<file path="config.mk">
export PLATFORM = sky130hd
export DESIGN_NAME = crp_merge
export DESIGN_NICKNAME = d
export VERILOG_FILES = /design/src/rtl/catmull_rom_path_eval_unit_assert.svh /design/src/rtl/crp_pkg.sv /design/src/rtl/crp_merge.sv
export SDC_FILE = /design/constraint.sdc
export NUM_CORES = 1
export LEC_CHECK = 0
export ABC_CLOCK_PERIOD_IN_PS = 11350
export BUFFER_PORTS_ARGS = -buffer_cell sky130_fd_sc_hd__buf_2
export CAP_MARGIN = 20
export CORE_MARGIN = 4
export CORE_UTILIZATION = 45
export CTS_CLUSTER_SIZE = 40
export DETAILED_ROUTE_END_ITERATION = 8
export PLACE_DENSITY = 0.8
export SYNTH_ARGS = -nofsm -noshare
export SYNTH_HDL_FRONTEND = slang
export SYNTH_SLANG_ARGS = --single-unit
</file>
<file path="constraint.sdc">
create_clock -name clock -period 11.35 [get_ports clock]
set_input_delay 2.27 -clock clock [delete_from_list [all_inputs] [get_ports clock]]
set_output_delay 2.27 -clock clock [all_outputs]
set_load 0.05 [all_outputs]
</file>
<file path="src/rtl/catmull_rom_path_eval_unit_assert.svh">
// Assertion macros for the Catmull-Rom path evaluator.
// Included by the RTL files that carry concurrent assertions; no dependencies.
`ifndef CATMULL_ROM_PATH_EVAL_UNIT_ASSERT_SVH
`define CATMULL_ROM_PATH_EVAL_UNIT_ASSERT_SVH

// same-cycle implication
`define CRP_ASSERT_IMP(label, clk, rst, ante, cons) \
   label: assert property (@(posedge clk) disable iff (rst) (ante) |-> (cons)) \
      else $error("crp assertion failed");

// next-cycle implication
`define CRP_ASSERT_NEXT(label, clk, rst, ante, cons) \
   label: assert property (@(posedge clk) disable iff (rst) (ante) |=> (cons)) \
      else $error("crp assertion failed");

`endif

</file>
<file path="src/rtl/crp_pkg.sv">
// Shared constants and types of the Catmull-Rom path evaluator.
// No dependencies; used by every module of the block.
package crp_pkg;

   localparam int COORD_W     = 32;
   localparam int POS_W       = 16;
   localparam int IDX_W       = 4;
   localparam int MAX_POINTS  = 1 << IDX_W;
   localparam int CNT_W       = 5;
   localparam int FRAC_BITS   = 16;
   localparam int LANES       = 4;
   localparam int POINT_W     = LANES * COORD_W;
   localparam int ACC_W       = COORD_W + 6;
   localparam int PROD_W      = ACC_W + FRAC_BITS + 1;
   localparam int LANE_STAGES = 5;

   localparam logic [CNT_W-1:0] PCOUNT_RESET = CNT_W'(2);
   localparam logic [CNT_W-1:0] PCOUNT_MIN   = CNT_W'(2);
   localparam logic [CNT_W-1:0] PCOUNT_MAX   = CNT_W'(MAX_POINTS);

   localparam logic KIND_LOAD = 1'b0;
   localparam logic KIND_EVAL = 1'b1;

   localparam logic [COORD_W-1:0] COORD_MAX = {1'b0, {(COORD_W-1){1'b1}}};
   localparam logic [COORD_W-1:0] COORD_MIN = {1'b1, {(COORD_W-1){1'b0}}};

   typedef struct packed {
      logic [LANE_STAGES-1:0] en;
   } crp_stage_en_type;

   typedef struct packed {
      logic                 valid;
      logic [FRAC_BITS-1:0] t;
      logic [POINT_W-1:0]   p0;
      logic [POINT_W-1:0]   p1;
      logic [POINT_W-1:0]   p2;
      logic [POINT_W-1:0]   p3;
   } crp_fetch_out_type;

endpackage

</file>
<file path="src/rtl/crp_merge.sv">
// Merge stage: halves and saturates the four lane sums into the result word.
// Depends on crp_pkg; holds the result register and its valid/ready side.
module crp_merge (
   input  logic                               clock,
   input  logic                               reset,
   input  logic                               lane_valid,
   input  logic signed [crp_pkg::ACC_W-1:0]   lane_acc [crp_pkg::LANES],
   output logic                               take,
   output logic                               rsp_valid,
   input  logic                               rsp_ready,
   output logic signed [crp_pkg::COORD_W-1:0] rsp_out_x,
   output logic signed [crp_pkg::COORD_W-1:0] rsp_out_y,
   output logic signed [crp_pkg::COORD_W-1:0] rsp_out_z,
   output logic signed [crp_pkg::COORD_W-1:0] rsp_out_w
);

   localparam int AW = crp_pkg::ACC_W;
   localparam int CW = crp_pkg::COORD_W;

   logic                 rsp_valid_ff, rsp_valid_in;
   logic [CW-1:0]        res_ff [crp_pkg::LANES];
   logic [CW-1:0]        sat_c  [crp_pkg::LANES];
   logic [AW-2:0]        half_c [crp_pkg::LANES];

   always_comb begin
      for (int k = 0; k < crp_pkg::LANES; k++) begin
         half_c[k] = lane_acc[k][AW-1:1];
         if ((&half_c[k][AW-2:CW-1]) || !(|half_c[k][AW-2:CW-1])) begin
            sat_c[k] = half_c[k][CW-1:0];
         end else if (half_c[k][AW-2]) begin
            sat_c[k] = crp_pkg::COORD_MIN;
         end else begin
            sat_c[k] = crp_pkg::COORD_MAX;
         end
      end
   end

   assign take         = !rsp_valid_ff || rsp_ready;
   assign rsp_valid_in = take ? lane_valid : rsp_valid_ff;

   always_ff @(posedge clock) begin
      if (reset) begin
         rsp_valid_ff <= 1'b0;
      end else begin
         rsp_valid_ff <= rsp_valid_in;
      end
   end

   always_ff @(posedge clock) begin
      if (take && lane_valid) begin
         for (int k = 0; k < crp_pkg::LANES; k++) begin
            res_ff[k] <= sat_c[k];
         end
      end
   end

   assign rsp_valid = rsp_valid_ff;
   assign rsp_out_x = res_ff[0];
   assign rsp_out_y = res_ff[1];
   assign rsp_out_z = res_ff[2];
   assign rsp_out_w = res_ff[3];

endmodule

</file>
* After elaboration in Yosys (flattened, before gate mapping) *
Memories as Yosys holds them, arrays and structs flattened.
Index checks and enable logic that the tools add are counted.

storage, ports and cells
  memories = 1
  bits in registers = 1
  output and inout port bits = 130
  bits of input ports = 156
  memory bits (writable) = 128

operators by class
  multiplexer cells = 10
  reduce and logical (&&, ||, !) cells = 19

memory list
  memory  words  bits a word  read ports  clocked after memory_dff  wr ports  RTL line         source
  res_ff  4      32           4           0                         4         crp_merge.sv:21  logic [CW-1:0] res_ff [crp_pkg::LANES];

operators with widths
  kind                 number
  $mux W32             8
  $reduce_and A6 Y1    4
  $reduce_or A6 Y1     4
  $logic_not A1 Y1     5
  $logic_or A1 B1 Y1   5
  $mux W1              2
  $logic_and A1 B1 Y1  1

* Logic depth before layout (Yosys ltp) *
Gate-level depths: netlist of the first run.

  word-level depth = 5
  mapped depth = 4

* Least setup slack after synthesis of the first run *
No wires, ideal clock.

  path kind = input to register
  start = input rsp_ready
  end = memory res_ff[0][0] (netlist bit) (enable)
  path slack = 5.099 ns
  stages on the path = 2
  data arrival time = 5.749 ns
  cells stage by stage = nand2b_1 -> and2_1

RTL lines
  element             RTL line         source
  start: declaration  crp_merge.sv:10  input logic rsp_ready,
  end: declaration    crp_merge.sv:21

* Final worst setup path of the first run *
  start = input rsp_ready
  end = output take

on the way
  word-level cells in the longest chain between the ends = 1

RTL lines
  element             RTL line         source
  $logic_or A1 B1 Y1  crp_merge.sv:38  assign take = !rsp_valid_ff || rsp_ready;
  end: declaration    crp_merge.sv:8   output logic take,

Every way passes these cells.

==> impl_metrics.ini, run 1 <==
[synthesis]
synth_area_leaders = edfxtp_1 72%, o21a_1 18%, buf_6 5.1%
synth.cell_area_um2 = 5311
yosysSeqAreaShare_pct = 72.74
avgSynthCellArea_um2 = 17.19
yosysWarnings = 0
synth_top_area_share_pct = 72.37
netlist_instances = 309
synth_fp_nets = 465
synth.largest_area_cell = edfxtp_1
ys_ff_latch = 129
synth.distinct_cells = 15

[floorplanning]
dieArea_um2 = 13600
die_h_um = 116.6
io_pins = 286
core_area_um2 = 11470
start_util_pct = 46.32
rows = 39
die_w_um = 116.6

[layout]
area_growth_pct = 36.14
fillCellCount = 865
final_area_um2 = 7231
final-seq-area_um2 = 3864
fin_nets = 742
drive_gt1_share_pct = 54.92
multi_input_area_um2 = 1161

[route]
wire_per_inst_um = 18.49
vias_per_cell = 5.004
drc = 0
dr.pass1.iters = 4
drt_iter0_drc = 252
totalWireLength_um = 13740
ant_nets = 0
via_count = 3718

[timing]
final-setup-viol-count = 0
worst_pin_slew_ns = 0.8328
holdWs_ns = 0.5399
fmax_ghz = 0.1994
skew_ns = 0.006972
fin_crit_sh_pct = 44.19
tns_ns = 0
finalHoldViolCount = 0
maxSlewHeadroom_pct = 44.48
maxSlewViolCount = 0
period_needed_ns = 5.016
rsz0062_at_grt = no

[clock_network]
clk_pin_slew_ns = 0.05
clock_sinks = 129
cts_made_buffers = 17
root_buffer = clkbuf_16
cts_hold_buf = 0
cts_setup_buffers = 0
ctsResizeCount = 0
cts_tree = built
clk_path_buf_depth = 2
clk_latency_ns = 0.41
htree_levels = 4

[placed_design]
dpl_cell_area_um2 = 6651
portBuffers = 281
place.gp.congestion = 0.8373
dp_hpwl_um = 9805

[global_routing]
grt.overflow.total = 0
grt_pass1_wl_um = 19740
grt_pass1_vias = 3779
grtUsageTotal_pct = 19.64
antenna_found_initial = 2
grt_max_degree = 66

[min_path]
min-delay-path-class = reg2reg

[critical_path]
cp_max_fo = 3
crit_type = in2out
crit_arrival_ns = 2.75
cp.required_ns = 9.08
worst_setup_path_start_kind = primary input
critPathCaptureType = output port

[job]
maxCapViolations = 0

[power]
vdd_drop_max_mv = 0.1304
power_density_nw_per_um2 = 185.9
p_leak_nw = 3.034

[run_status]
outcome = complete, no violations
cells by family (layout without fill, tap and decap cells):
logic type             after synthesis  count (layout)  synth area share [%]
other                                0               1                     0
buffers and inverters               29             319                 5.442
AO/OA/AOI/OAI                      133             133                 19.51
flip-flops                         129             129                 72.74
AND/OR/NAND/NOR                     18              18                 2.309
layout make-up:
class / count / area share [%]
diodes: 1 / 0.03461
inverters: 1 / 0.05191
clock inverters: 13 / 1.990
flip-flops and latches: 129 / 53.43
repair buffers: 286 / 19.97
clock buffers: 19 / 5.987
well taps: 143 / 2.474
multi-input cells: 151 / 16.06
cell usage after synthesis, drive strengths merged:
| cell | n |
|---|---|
| edfxtp | 128 |
| o21a | 124 |
| buf | 24 |
| a21oi | 5 |
| clkbuf | 4 |
| nand2 | 4 |
| nand3 | 4 |
| nor2 | 4 |
| nor3 | 4 |
| o21ai | 4 |
| and2 | 1 |
| dfxtp | 1 |
| inv | 1 |
| nand2b | 1 |
path summary, 6_finish.rpt:
check | from | endpoint | slack [ns] | cells past startpoint
worst max-delay path | rsp_ready | take | 6.33 | 3
worst min-delay path | rsp_valid | rsp_valid | 0.54 | 2
worst max register to register | rsp_valid | res_ff[2][1] | 8.99 | 3
worst min register to register | rsp_valid | rsp_valid | 0.54 | 2
placed cells by master (no fill, tap or decap), types with 2 or more instances in the layout:
cell,synthesis,layout
buf_2,0,281
o21a_1,124,124
o21ai_4,4,4
bufinv_16,0,3
clkinvlp_4,0,2
buf_4,0,5
a21oi_2,4,4
nand2_1,4,4
nor3_2,4,4
edfxtp_1,128,128
clkbuf_1,4,2
clkinv_1,0,4
nor2_1,4,4
clkinv_2,0,3
nand3_2,4,4
clkbuf_16,0,17
through the flow:
step                power [mW]  instances  util (%)  setup WS (ns)
detailed placement      0.8220        710     58.00          6.337
global placement        0.8161        710     58.00          6.345
floorplan               0.7604        309         -          5.099
CTS                      1.356        742     63.03          6.337
global route             1.392        743     63.06          6.307
finish                   1.344        743     63.06          6.334
power breakdown:
| part | internal [mW] | switching, mW | total, mW |
|---|---|---|---|
| clock network | 0.341 | 0.191 | 0.532 |
| logic | 0.0618 | 0.175 | 0.237 |
| registers | 0.567 | 0.00831 | 0.575 |
| total | 0.969 | 0.375 | 1.34 |
routing by layer:
| layer | global-route usage (%) | share of wire (%) |
|---|---|---|
| met1 | 20.62 | 35 |
| met2 | 33.64 | 50 |
| met3 | 9.119 | 13 |
| met4 | 8.945 | 2.1 |
| met5 | 0 | 0.095 |
flip-flops by register name, summed over array words and instances (netlist names):
name,cells
res_ff,128
rsp_valid,1
worst max-delay path, stage by stage:
cell      delay, ns
buf_2          0.07
nand2b_1       0.13
buf_2          0.28
(Power assumes the default switching activity.)
==> run 2: changes to the inputs <==
--- a/config.mk
+++ b/config.mk
@@ -5,7 +5,7 @@
 export SDC_FILE = /design/constraint.sdc
 export NUM_CORES = 1
 export LEC_CHECK = 0
-export ABC_CLOCK_PERIOD_IN_PS = 11350
+export ABC_CLOCK_PERIOD_IN_PS = 4800
 export BUFFER_PORTS_ARGS = -buffer_cell sky130_fd_sc_hd__buf_2
 export CAP_MARGIN = 20
 export CORE_MARGIN = 4
==> constraint.sdc (replaced) <==
create_clock -name clock -period 4.8 [get_ports clock]
set_input_delay 0.96 -clock clock [delete_from_list [all_inputs] [get_ports clock]]
set_output_delay 0.96 -clock clock [all_outputs]
set_load 0.05 [all_outputs]
==> run 2 against run 1 <==
- die area unchanged
- final cell count is 0.27% lower
- non-clock buffer count decreased by 1
- power grew 140%
- hold slack got worse by 0.0085 ns
- clock power grew 150%
- critical endpoint unchanged
- routed wire length decreased by 3.9%
- global-route usage fell by 1.2 points
- highest routed layer is now met4
- sequential power rose by 140%
==> impl_metrics.ini, run 2 (synthesis results as in run 1) <==
[timing]
skew_ns = 0.003654
finalHoldViolCount = 0
holdWs_ns = 0.5314
rsz0062_at_grt = no
fin_crit_sh_pct = 49.80
final-setup-viol-count = 0
maxSlewViolCount = 0
maxSlewHeadroom_pct = 39.48
tns_ns = 0
fmax_ghz = 0.4184
worst_pin_slew_ns = 0.9058
period_needed_ns = 2.390

[floorplanning]
io_pins = 286
die_w_um = 116.6
core_area_um2 = 11470
start_util_pct = 46.32
rows = 39
die_h_um = 116.6
dieArea_um2 = 13600

[route]
ant_nets = 0
met2_length_um = 6754
totalWireLength_um = 13200
drt_iter0_drc = 210
vias_per_cell = 4.974
wire_per_inst_um = 17.81
drc = 0
routed-wl-met3_um = 1468
dr.pass1.iters = 4
met1Wirelength_um = 4636
via_count = 3686
top_layer_used = met4

[global_routing]
antenna_found_initial = 0
grt_pass1_vias = 3668
grt_max_degree = 79
grt.overflow.total = 0
grtUsageTotal_pct = 18.47
grt_pass1_wl_um = 18490

[layout]
final_area_um2 = 7264
drive_gt1_share_pct = 55.44
multi_input_area_um2 = 1169
area_growth_pct = 36.77
final-seq-area_um2 = 3864
final_cell_mix = 281 x buf_2, 128 x edfxtp_1, 124 x o21a_1, 17 x clkbuf_16, 6 x clkinv_2
largest_register_ffs = 128
final_cells = 741
top_register = res_ff
utilization_pct = 63.35
final_common_cell = buf_2
fillCellCount = 846
fin_nets = 741

[critical_path]
cp.buffers_inverters = 2
cpPeakStageDelay_ns = 0.28
cp_max_fo = 3
crit_arrival_ns = 1.43
crit_type = in2out
path_cells = buf_2 -> nand2b_1 -> buf_2
cp.required_ns = 3.84
crit_top_cell = buf_2
cpMaxStageDelayCell = buf_2
critPathCaptureType = output port
cp_top_family = buffers and inverters
worst_setup_path_start_kind = primary input

[placed_design]
dpl_cell_area_um2 = 6664
place.gp.congestion = 0.7827
portBuffers = 281
dp_cells = 709
dp_hpwl_um = 9491

[min_path]
min-delay-path-class = reg2reg

[clock_network]
clock_sinks = 129
cts_made_buffers = 17
htree_levels = 4
cts_setup_buffers = 0
ctsResizeCount = 0
clk_path_buf_depth = 2
cts_hold_buf = 0
root_buffer = clkbuf_16
clk_latency_ns = 0.41
cts_tree = built
clk_pin_slew_ns = 0.05

[power]
vdd_drop_max_mv = 0.3097
p_leak_nw = 3.051
power_density_nw_per_um2 = 444.2

[job]
maxCapViolations = 0

[run_status]
outcome = complete, no violations
## run 2: stage by stage
stage                     power, mW  worst slack [ns]
final                         3.227             2.410
after global routing          3.337             2.363
after CTS                     3.258             2.404
after detailed placement      1.943             2.171
after global placement        1.930             2.228
after floorplan               1.794             1.250
## run 2: where the power goes
group / total (mW) / internal [mW] / switching [mW]
sequential: 1.36 / 1.34 / 0.0185
combinational: 0.560 / 0.147 / 0.413
clock: 1.31 / 0.856 / 0.453
total: 3.23 / 2.34 / 0.885
## run 2: final timing paths
check,from,to,slack (ns),cells after the start
min reg2reg,rsp_valid,rsp_valid,0.53,2
max,rsp_ready,take,2.41,3
max reg2reg,rsp_valid,res_ff[0][3],2.92,3
min,rsp_valid,rsp_valid,0.53,2
## run 2: routing by layer
metal | global-route usage (%) | up-vias
met5 | 0 | -
met4 | 9.633 | 0
met3 | 7.409 | 30
met2 | 31.62 | 190
met1 | 19.65 | 1722
li1 | - | 1744
## run 2: worst register-to-register path, stage by stage, from the launching register on
cell and delay, ns:
dfxtp_1 0.31, nand2b_1 0.10, and2_4 0.59, buf_12 0.46
## run 2: area by class of cell
type / instances / area share [%]
tap: 143 / 2.463
sequential: 129 / 53.19
clock buffer: 18 / 5.908
multi-input combinational: 151 / 16.09
timing repair buffer: 285 / 19.94
clock inverter: 13 / 2.325
inverter: 1 / 0.05167
antenna: 1 / 0.03445
